--- src/rtl/core/efwu_pkg.sv ---
// Package: shared constants, codes and transaction types for the event flag unit.
package efwu_pkg;

  localparam int EVENT_BITS = 32;
  localparam int TASK_SLOTS = 16;
  localparam int TASK_W     = 4;
  localparam int COUNT_W    = 5;
  localparam int OUTCOME_W  = 3;

  localparam logic [COUNT_W-1:0] ACTIVE_RESET = COUNT_W'(TASK_SLOTS);

  typedef enum logic [1:0] {
    ACT_SET   = 2'd0,
    ACT_CLEAR = 2'd1,
    ACT_READ  = 2'd2,
    ACT_WAIT  = 2'd3
  } action_t;

  typedef enum logic [OUTCOME_W-1:0] {
    OUT_NONE      = 3'd0,
    OUT_WOKEN     = 3'd1,
    OUT_CONSUMED  = 3'd2,
    OUT_SUSPENDED = 3'd3,
    OUT_REJECTED  = 3'd4
  } outcome_t;

  typedef struct packed {
    logic [1:0]            action;
    logic [EVENT_BITS-1:0] event_mask;
    logic [TASK_W-1:0]     task_index;
  } req_t;

  typedef struct packed {
    logic [EVENT_BITS-1:0] event_flags;
    logic [TASK_SLOTS-1:0] woken_tasks;
    logic [OUTCOME_W-1:0]  wait_outcome;
  } rsp_t;

endpackage

--- src/rtl/core/efwu_if.sv ---
// Interfaces: request, result and configuration channels of the event flag unit.
interface efwu_req_if;
  logic                             valid;
  logic                             ready;
  logic [1:0]                       action;
  logic [efwu_pkg::EVENT_BITS-1:0]  event_mask;
  logic [efwu_pkg::TASK_W-1:0]      task_index;

  modport source (output valid, output action, output event_mask, output task_index,
                  input ready);
  modport sink (input valid, input action, input event_mask, input task_index,
                output ready);
endinterface

interface efwu_rsp_if;
  logic                             valid;
  logic                             ready;
  logic [efwu_pkg::EVENT_BITS-1:0]  event_flags;
  logic [efwu_pkg::TASK_SLOTS-1:0]  woken_tasks;
  logic [efwu_pkg::OUTCOME_W-1:0]   wait_outcome;

  modport source (output valid, output event_flags, output woken_tasks,
                  output wait_outcome, input ready);
  modport sink (input valid, input event_flags, input woken_tasks,
                input wait_outcome, output ready);
endinterface

interface efwu_cfg_if;
  logic                           valid;
  logic                           ready;
  logic [efwu_pkg::COUNT_W-1:0]   data;

  modport source (output valid, output data, input ready);
  modport sink (input valid, input data, output ready);
endinterface

--- src/rtl/core/event_flag_wait_wake_unit_top.sv ---
// Top level: handshake stages, slot count register and the slot table of the event flag unit.
// Event flag group shared by 16 task slots. Each request transaction (set, clear, read or wait)
// yields exactly one result transaction carrying the flags after the operation, the bitmap of
// slots a set woke, and the outcome of a wait. One transaction is taken every cycle while the
// results are taken. A request waits in the input register until it steps; the single-pass
// update of the slot table then writes the state and the result register together, and the
// result is offered from the result register until the sink takes it. The block holds at most
// two transactions; a result held off by the sink stops the input once the input register is full.
// The slot count written over cfg takes effect for the next request; write it only while idle.
module event_flag_wait_wake_unit_top (
  input  logic        clk,
  input  logic        rst,
  efwu_req_if.sink    req,
  efwu_rsp_if.source  rsp,
  efwu_cfg_if.sink    cfg
);

  efwu_pkg::req_t               req_q;
  logic                         req_valid;
  logic                         rsp_valid;
  efwu_pkg::rsp_t               rsp_q;
  efwu_pkg::rsp_t               rsp_next;
  logic [efwu_pkg::COUNT_W-1:0] active_tasks;
  logic                         advance;
  logic                         step;
  logic                         accept;

  assign advance   = !rsp_valid || rsp.ready;
  assign step      = req_valid && advance;
  assign req.ready = !req_valid || advance;
  assign accept    = req.valid && req.ready;
  assign cfg.ready = 1'b1;

  efwu_slots u_slots (
    .clk          (clk),
    .rst          (rst),
    .step         (step),
    .req          (req_q),
    .active_tasks (active_tasks),
    .rsp          (rsp_next)
  );

  always_ff @(posedge clk) begin
    if (rst) begin
      req_valid    <= 1'b0;
      rsp_valid    <= 1'b0;
      active_tasks <= efwu_pkg::ACTIVE_RESET;
    end else begin
      if (accept) begin
        req_valid <= 1'b1;
      end else if (step) begin
        req_valid <= 1'b0;
      end
      if (step) begin
        rsp_valid <= 1'b1;
      end else if (rsp.ready) begin
        rsp_valid <= 1'b0;
      end
      if (cfg.valid) begin
        active_tasks <= cfg.data;
      end
    end
  end

  always_ff @(posedge clk) begin
    if (accept) begin
      req_q.action     <= req.action;
      req_q.event_mask <= req.event_mask;
      req_q.task_index <= req.task_index;
    end
    if (step) begin
      rsp_q <= rsp_next;
    end
  end

  assign rsp.valid        = rsp_valid;
  assign rsp.event_flags  = rsp_q.event_flags;
  assign rsp.woken_tasks  = rsp_q.woken_tasks;
  assign rsp.wait_outcome = rsp_q.wait_outcome;

endmodule

--- src/rtl/core/efwu_slots.sv ---
// Slot table: event register, per-task wait state and the single-pass update logic.
module efwu_slots (
  input  logic                         clk,
  input  logic                         rst,
  input  logic                         step,
  input  efwu_pkg::req_t               req,
  input  logic [efwu_pkg::COUNT_W-1:0] active_tasks,
  output efwu_pkg::rsp_t               rsp
);

  logic [efwu_pkg::EVENT_BITS-1:0] event_register;
  logic [efwu_pkg::EVENT_BITS-1:0] event_register_next;
  logic [efwu_pkg::TASK_SLOTS-1:0] task_pending;
  logic [efwu_pkg::TASK_SLOTS-1:0] task_pending_next;
  logic [efwu_pkg::TASK_SLOTS-1:0] task_woken;
  logic [efwu_pkg::TASK_SLOTS-1:0] task_woken_next;
  logic [efwu_pkg::EVENT_BITS-1:0] task_wait_bits [efwu_pkg::TASK_SLOTS];
  logic [efwu_pkg::EVENT_BITS-1:0] task_wait_bits_next [efwu_pkg::TASK_SLOTS];

  logic [efwu_pkg::COUNT_W-1:0]    slots;
  logic [efwu_pkg::TASK_SLOTS-1:0] in_use;
  logic [efwu_pkg::TASK_SLOTS-1:0] matched;
  logic [efwu_pkg::EVENT_BITS-1:0] consumed;
  logic [efwu_pkg::EVENT_BITS-1:0] still_needed;
  logic                            reject;
  logic [efwu_pkg::OUTCOME_W-1:0]  outcome;

  always_comb begin
    slots = (active_tasks > efwu_pkg::ACTIVE_RESET) ? efwu_pkg::ACTIVE_RESET : active_tasks;
    consumed = '0;
    still_needed = '0;
    for (int i = 0; i < efwu_pkg::TASK_SLOTS; i++) begin
      in_use[i]  = efwu_pkg::COUNT_W'(i) < slots;
      matched[i] = in_use[i] && task_pending[i] && ((task_wait_bits[i] & req.event_mask) != '0);
      if (matched[i]) begin
        consumed = consumed | (task_wait_bits[i] & req.event_mask);
      end
      if (in_use[i] && task_pending[i] && !matched[i]) begin
        still_needed = still_needed | task_wait_bits[i];
      end
    end
    reject = (req.event_mask == '0) || ({1'b0, req.task_index} >= slots);

    event_register_next = event_register;
    task_pending_next   = task_pending;
    task_woken_next     = task_woken;
    task_wait_bits_next = task_wait_bits;
    outcome             = efwu_pkg::OUT_NONE;
    rsp.woken_tasks     = '0;

    case (req.action)
      efwu_pkg::ACT_SET: begin
        event_register_next = (event_register | req.event_mask) & ~(consumed & ~still_needed);
        task_pending_next   = task_pending & ~matched;
        task_woken_next     = task_woken | matched;
        rsp.woken_tasks     = matched;
        for (int i = 0; i < efwu_pkg::TASK_SLOTS; i++) begin
          if (matched[i]) begin
            task_wait_bits_next[i] = '0;
          end
        end
      end
      efwu_pkg::ACT_CLEAR: begin
        event_register_next = event_register & ~req.event_mask;
      end
      efwu_pkg::ACT_WAIT: begin
        if (reject) begin
          outcome = efwu_pkg::OUT_REJECTED;
        end else if (task_woken[req.task_index]) begin
          task_woken_next[req.task_index] = 1'b0;
          outcome = efwu_pkg::OUT_WOKEN;
        end else if ((event_register & req.event_mask) != '0) begin
          event_register_next = event_register & ~req.event_mask;
          outcome = efwu_pkg::OUT_CONSUMED;
        end else begin
          task_pending_next[req.task_index]   = 1'b1;
          task_wait_bits_next[req.task_index] = req.event_mask;
          outcome = efwu_pkg::OUT_SUSPENDED;
        end
      end
      default: begin
      end
    endcase

    rsp.event_flags  = event_register_next;
    rsp.wait_outcome = outcome;
  end

  always_ff @(posedge clk) begin
    if (rst) begin
      event_register <= '0;
      task_pending   <= '0;
      task_woken     <= '0;
      for (int i = 0; i < efwu_pkg::TASK_SLOTS; i++) begin
        task_wait_bits[i] <= '0;
      end
    end else if (step) begin
      event_register <= event_register_next;
      task_pending   <= task_pending_next;
      task_woken     <= task_woken_next;
      task_wait_bits <= task_wait_bits_next;
    end
  end

endmodule
--- src/flat_wrapper.sv ---
// flat-port wrapper written by rule: the top's interface ports become plain ports
module event_flag_wait_wake_unit_top_flat 
  (clk, rst, req_valid, req_action, req_event_mask, req_task_index, req_ready, rsp_valid, rsp_event_flags, rsp_woken_tasks, rsp_wait_outcome, rsp_ready, cfg_valid, cfg_data, cfg_ready);
  efwu_req_if req_i ();
  efwu_rsp_if rsp_i ();
  efwu_cfg_if cfg_i ();
  input  logic clk;
  input  logic rst;
  input wire logic [$bits(req_i.valid)-1:0] req_valid;
  input wire logic [$bits(req_i.action)-1:0] req_action;
  input wire logic [$bits(req_i.event_mask)-1:0] req_event_mask;
  input wire logic [$bits(req_i.task_index)-1:0] req_task_index;
  output wire logic [$bits(req_i.ready)-1:0] req_ready;
  output wire logic [$bits(rsp_i.valid)-1:0] rsp_valid;
  output wire logic [$bits(rsp_i.event_flags)-1:0] rsp_event_flags;
  output wire logic [$bits(rsp_i.woken_tasks)-1:0] rsp_woken_tasks;
  output wire logic [$bits(rsp_i.wait_outcome)-1:0] rsp_wait_outcome;
  input wire logic [$bits(rsp_i.ready)-1:0] rsp_ready;
  input wire logic [$bits(cfg_i.valid)-1:0] cfg_valid;
  input wire logic [$bits(cfg_i.data)-1:0] cfg_data;
  output wire logic [$bits(cfg_i.ready)-1:0] cfg_ready;
  assign req_i.valid = req_valid;
  assign req_i.action = req_action;
  assign req_i.event_mask = req_event_mask;
  assign req_i.task_index = req_task_index;
  assign req_ready = req_i.ready;
  assign rsp_valid = rsp_i.valid;
  assign rsp_event_flags = rsp_i.event_flags;
  assign rsp_woken_tasks = rsp_i.woken_tasks;
  assign rsp_wait_outcome = rsp_i.wait_outcome;
  assign rsp_i.ready = rsp_ready;
  assign cfg_i.valid = cfg_valid;
  assign cfg_i.data = cfg_data;
  assign cfg_ready = cfg_i.ready;
  event_flag_wait_wake_unit_top u_core (.clk(clk), .rst(rst), .req(req_i), .rsp(rsp_i), .cfg(cfg_i));
endmodule
--- config.mk ---
export PLATFORM = sky130hd
export DESIGN_NAME = event_flag_wait_wake_unit_top_flat
export DESIGN_NICKNAME = d
export VERILOG_FILES = /design/src/rtl/core/efwu_pkg.sv /design/src/rtl/core/efwu_if.sv /design/src/rtl/core/event_flag_wait_wake_unit_top.sv /design/src/rtl/core/efwu_slots.sv /design/src/flat_wrapper.sv
export SDC_FILE = /design/constraint.sdc
export NUM_CORES = 2
export LEC_CHECK = 0
export ABC_AREA = 0
export BUFFER_PORTS_ARGS = -buffer_cell sky130_fd_sc_hd__buf_2
export CAP_MARGIN = 20
export CORE_ASPECT_RATIO = 1.75
export CORE_MARGIN = 3
export CORE_UTILIZATION = 60
export DETAILED_ROUTE_END_ITERATION = 10
export PLACE_DENSITY = 0.77
export SYNTH_ARGS = -nofsm -noshare
export SYNTH_HDL_FRONTEND = slang
export SYNTH_SLANG_ARGS = --single-unit
--- constraint.sdc ---
create_clock -name clk -period 5.6 [get_ports clk]
set_input_delay 0.28 -clock clk [delete_from_list [all_inputs] [get_ports clk]]
set_output_delay 0.28 -clock clk [all_outputs]
set_load 0.05 [all_outputs]
==> results of run 1 <==
-- cell usage after synthesis (all sizes together) (25+ instances only) --
library cell,instances,area (um^2)
a211oi,43,322.8
a21oi,176,967.2
a221oi,58,508.0
a222oi,28,280.3
a22o,212,1857
a22oi,345,2590
and2,44,275.3
and3,31,193.9
buf,97,785.8
clkbuf,227,852.1
dfxtp,583,11670
edfxtp,89,2673
inv,27,101.4
mux2i,264,2643
nand2,154,578.1
nand2b,74,462.9
nand3,91,455.4
nand4,77,481.7
nor2,317,1190
nor3,25,125.1
o21ai,54,270.3
-- logic make-up after synthesis --
kind of cell | after synthesis | share of synthesized area, %
other | 1 | 0.01212
buffers and inverters | 352 | 5.633
AND/OR/NAND/NOR | 878 | 13.68
multiplexers | 268 | 8.844
AO/OA/AOI/OAI | 1041 | 25.31
adder cells (fa/ha/maj) | 4 | 0.1618
flip-flops | 672 | 46.36
-- layer usage --
metal / global-route usage, % / overflow
met5: 30.98 / 0
met1: 71.41 / 0
met3: 54.50 / 1
met4: 66.81 / 19
met2: 83.98 / 23
-- stage by stage --
step	utilization (%)	instance area (um^2)	std cells	hold WS, ps	worst slack, ps
2_1_floorplan	-	30940	3216	378.9	2064
4_1_cts	67.70	34350	3953	88.05	1205
3_3_place_gp	62.85	31890	3795	458.7	1245
3_5_place_dp	62.89	31910	3797	458.2	1229
==> metrics.md, run 1 <==
| Metric | Value |
|---|---|
| Outcome | aborted with a tool error |
| Failed at | 5_1_grt |
| Tool Error | [ERROR GRT-0116] Global routing finished with congestion. Check the congestion regions in the DRC Viewer. |
| Post-CTS Resized | 0 |
| Num CTS Buffers | 59 |
| Pin count of the biggest net entering global routing | 111 |
| Syn nets | 3268 |
| Number of synthesized flops with an enable pin | 89 |
| H-tree Lvls | 2 |
| Post-Syn Area | 30940 um^2 |
| Die Y-Extent | 306.4 um |
| Seq/Total Area, Yosys | 46.36% |
| Clock root cell | clkbuf_16 |
| Dominant synthesized flop cell | dfxtp_1 |
| Ys Warns | 0 |
| GRT Residual Overflow | 43 |
| Post-synth ARST share | 0% |
| Synth unique cells | 69 |
| Cts hold-fix bufs | 45 |
| # clock sinks | 672 |
| Number of global-route vias before repair | 34380 |
| Syn avg cell area | 9.621 um^2 |
| First-pass GRT wire length | 271.3 mm |
| HPWL after DPL | 123.7 mm |
| Row count | 109 |
| Post-synthesis register bit count | 672 |
| Initial Util | 60.98% |
| Longest Clk Path Bufs | 3 |
| Postcts setup bufs | 0 |
| Mapped Cells | 3216 |
| # IOs | 102 |
| PortBufs | 100 |
| GRT Util Overall | 69.71% |
| Die X | 177.7 um |
| Routability congestion estimate from global placement | 1.284 |
==> inputs of run 2 (changes only) <==
CORE_ASPECT_RATIO = not set   (was 1.75)
CORE_UTILIZATION = 40   (was 60)
PLACE_DENSITY = not set   (was 0.77)
PLACE_DENSITY_LB_ADDON = 0.15   (was not set)
==> metrics.md, run 2 <==
| Metric | Value |
|---|---|
| Outcome | finished with violations |
| Failing checks | design-rule violations, max-slew violations |
| Worst setup EP type | register |
| Post-synthesis register bit count | 672 |
| GRT Util Overall | 49.47% |
| Syn avg cell area | 9.621 um^2 |
| H-tree Lvls | 3 |
| Met2 Use GR | 66.77% |
| Combinational family with the most area after synthesis | compound AO/OA/AOI/OAI gates |
| Postcts setup bufs | 0 |
| Worst setup SP type | register |
| Most common cell in the netlist | dfxtp_1 |
| Layout area overhead | 15.85% |
| Clock-pin transition on the worst setup and hold timing paths | 60 ps |
| Post-synth ARST share | 0% |
| Number of synthesized flops with an enable pin | 89 |
| Die footprint | 80720 um^2 |
| Area leader, netlist | dfxtp_1 |
| Detailed Routing Iterations Pass 1 | 11 |
| Slowest-stage cell, CP | edfxtp_1 |
| Slew headroom | -3.884% |
| Period utilisation layout | 92.08% |
| Starting DRT DRC Count | 7125 |
| Longest Clk Path Bufs | 3 |
| # Max-Cap Violations | 0 |
| CTS tree | built |
| DRC | 14 |
| Seq/Total Area, Yosys | 46.36% |
| GRT Max-Usage Layer | met2 |
| Die Y-Extent | 284.1 um |
| Post-Syn Area | 30940 um^2 |
| Crit path max-delay family | simple AND/OR/NAND/NOR gates |
| Num CTS Buffers | 78 |
| Most frequent cells in the layout | 583 x dfxtp_1, 345 x a22oi_1, 305 x nor2_1, 264 x mux2i_1, 212 x a22o_1 |
| Dominant synthesized flop cell | dfxtp_1 |
| Routed WL | 207.3 mm |
| Post-Synth XOR/XNOR Area | 0% |
| Critical path, cell by cell | buf_4 > a22oi_1 > nand4_1 > nor4_1 > nor2_4 > buf_4 > a22oi_1 > a41oi_2 > or3_1 > a21oi_1 |
| Final setup TNS | 0 ps |
| GRT Residual Overflow | 0 |
| Max reg flops | 512 |
| Largest Register | u_core.u_slots.task_wait_bits |
| Simple-gate share of the synthesized area | 13.68% |
| Initial antenna violation count | 28 |
| Row count | 101 |
| Peak Freq | 0.1939 GHz |
| Top cells by area, synth | dfxtp_1 38%, edfxtp_1 8.6%, mux2i_1 8.5% |
| Tmin final | 5157 ps |
| # IOs | 102 |
| Synth Area in Adders | 0.1618% |
| Peak VDD IR | 0.2257 mV |
| Fin. Hold Viols | 0 |
| Number of global-route vias before repair | 29380 |
| Req. time, crit path | 6180 ps |
| Die X | 284.1 um |
| PortBufs | 100 |
| Synth cell count leaders | 583 x dfxtp_1, 345 x a22oi_1, 317 x nor2_1 |
| WS Path Type | reg2reg |
| Pre-CTS setup slack | 997.1 ps |
| Final worst slack | 443.4 ps |
| Layout Skew | 21.52 ps |
| HPWL after DPL | 145.1 mm |
| Hold Crit Class | in2reg |
| Pwr Density | 318.5 nW/um^2 |
| Compound-Gate Fraction of Synth Area | 25.31% |
| Share of cells above drive strength 1 | 13.22% |
| Nets | 3349 |
| Leak | 0.01262 uW |
| Initial Util | 40.54% |
| Pin count of the biggest net entering global routing | 163 |
| RSZ-0062 raised after global routing | false |
| Worst Hold Slack | 4.635 ps |
| Ys Warns | 0 |
| # clock sinks | 672 |
| Routability congestion estimate from global placement | 1.138 |
| Slew @ Worst Pin | 1558 ps |
| Commonest non-fill, non-tap cell in the layout | dfxtp_1 |
| Via/cell ratio | 7.449 |
| First-pass GRT wire length | 273.4 mm |
| Core ar. | 76330 um^2 |
| Slew Limit Fails | 1 |
| Arr. time, crit path | 5740 ps |
| Worst Path Max Fanout | 24 |
| Met1 GRT Util | 61.01% |
| WL per Instance | 47.03 um |
| Grt met3 use | 25.07% |
| Synth unique cells | 69 |
| Clock root cell | clkbuf_16 |
| Bufs and invs on worst path | 2 |
| Largest stage delay, worst path | 930 ps |
| Antenna Nets Post-Route | 0 |
| Largest regs | u_core.u_slots.task_wait_bits (512), u_core.req_q (38) |
| Final setup vio count | 0 |
| Vias | 32830 |
| Syn nets | 3268 |
| Mapped Cells | 3216 |
| Yosys top cell area share | 37.72% |
| Multiplexer share of the synthesized area | 8.844% |
| Worst-Skew Late Latency | 660 ps |
[run 2: cell type report]
cell class	instances	area (um^2)
flip-flops and latches	672	14340
clock inverters	32	359.1
well taps	1030	1289
repair buffers	325	2494
multi-input cells	2192	14990
diodes	19	47.55
fillers	7318	40490
inverters	28	106.4
clock buffers	110	2215
[run 2: where the power goes]
| part | switching (uW) | internal (uW) |
|---|---|---|
| registers | 144 | 4950 |
| clock network | 2240 | 3090 |
| logic | 756 | 240 |
| total | 3140 | 8280 |
[run 2: metal layers]
| layer | share of wire [%] | wire [um] | vias to the layer above |
|---|---|---|---|
| met5 | 0.076 | 157 | - |
| met4 | 9.1 | 18880 | 16 |
| met3 | 16 | 33280 | 892 |
| met2 | 38 | 79520 | 3417 |
| met1 | 36 | 75470 | 16090 |
| li1 | - | - | 12420 |
[run 2: worst paths after layout]
check / start / end / slack (ps) / cells after the start
worst max-delay path: u_core.req_q[27] / u_core.u_slots.event_register[9] / 440 / 10
worst min-delay path: cfg_valid / u_core.active_tasks[3] / 5 / 3
worst max register to register: u_core.req_q[27] / u_core.u_slots.event_register[9] / 440 / 10
worst min register to register: u_core.u_slots.task_wait_bits[497] / u_core.u_slots.task_wait_bits[497] / 480 / 2
[run 2: worst reg2reg max path, cell delays in order (launching register included)]
cell	delay, ps
edfxtp_1	930
buf_4	450
a22oi_1	160
nand4_1	340
nor4_1	930
nor2_4	410
buf_4	340
a22oi_1	260
a41oi_2	570
or3_1	560
a21oi_1	140
[run 2: what timing repair did]
| item | CTS | global route |
|---|---|---|
| hold buffers | 49 | 0 |
| gates resized for setup | 0 | 0 |
| setup endpoints to repair | 0 | 0 |
| endpoints found under the hold margin | 45 | 0 |
[run 2: cell families after synthesis]
logic type / count (synthesis)
multiplexers: 268
adder cells (fa/ha/maj): 4
AND/OR/NAND/NOR: 878
buffers and inverters: 352
AO/OA/AOI/OAI: 1041
other: 1
flip-flops: 672
[run 2: metrics by stage]
stage / power (uW) / util, % / std cells / instance area (um^2)
2_1_floorplan: 5600 / - / 3216 / 30940
3_3_place_gp: 6071 / 42.77 / 4193 / 32650
3_5_place_dp: 6078 / 42.81 / 4195 / 32680
4_1_cts: 11330 / 46.83 / 4386 / 35740
5_1_grt: 11580 / 46.90 / 4390 / 35800
6_report: 11420 / 46.96 / 4408 / 35840
(Power assumes the default switching activity.)
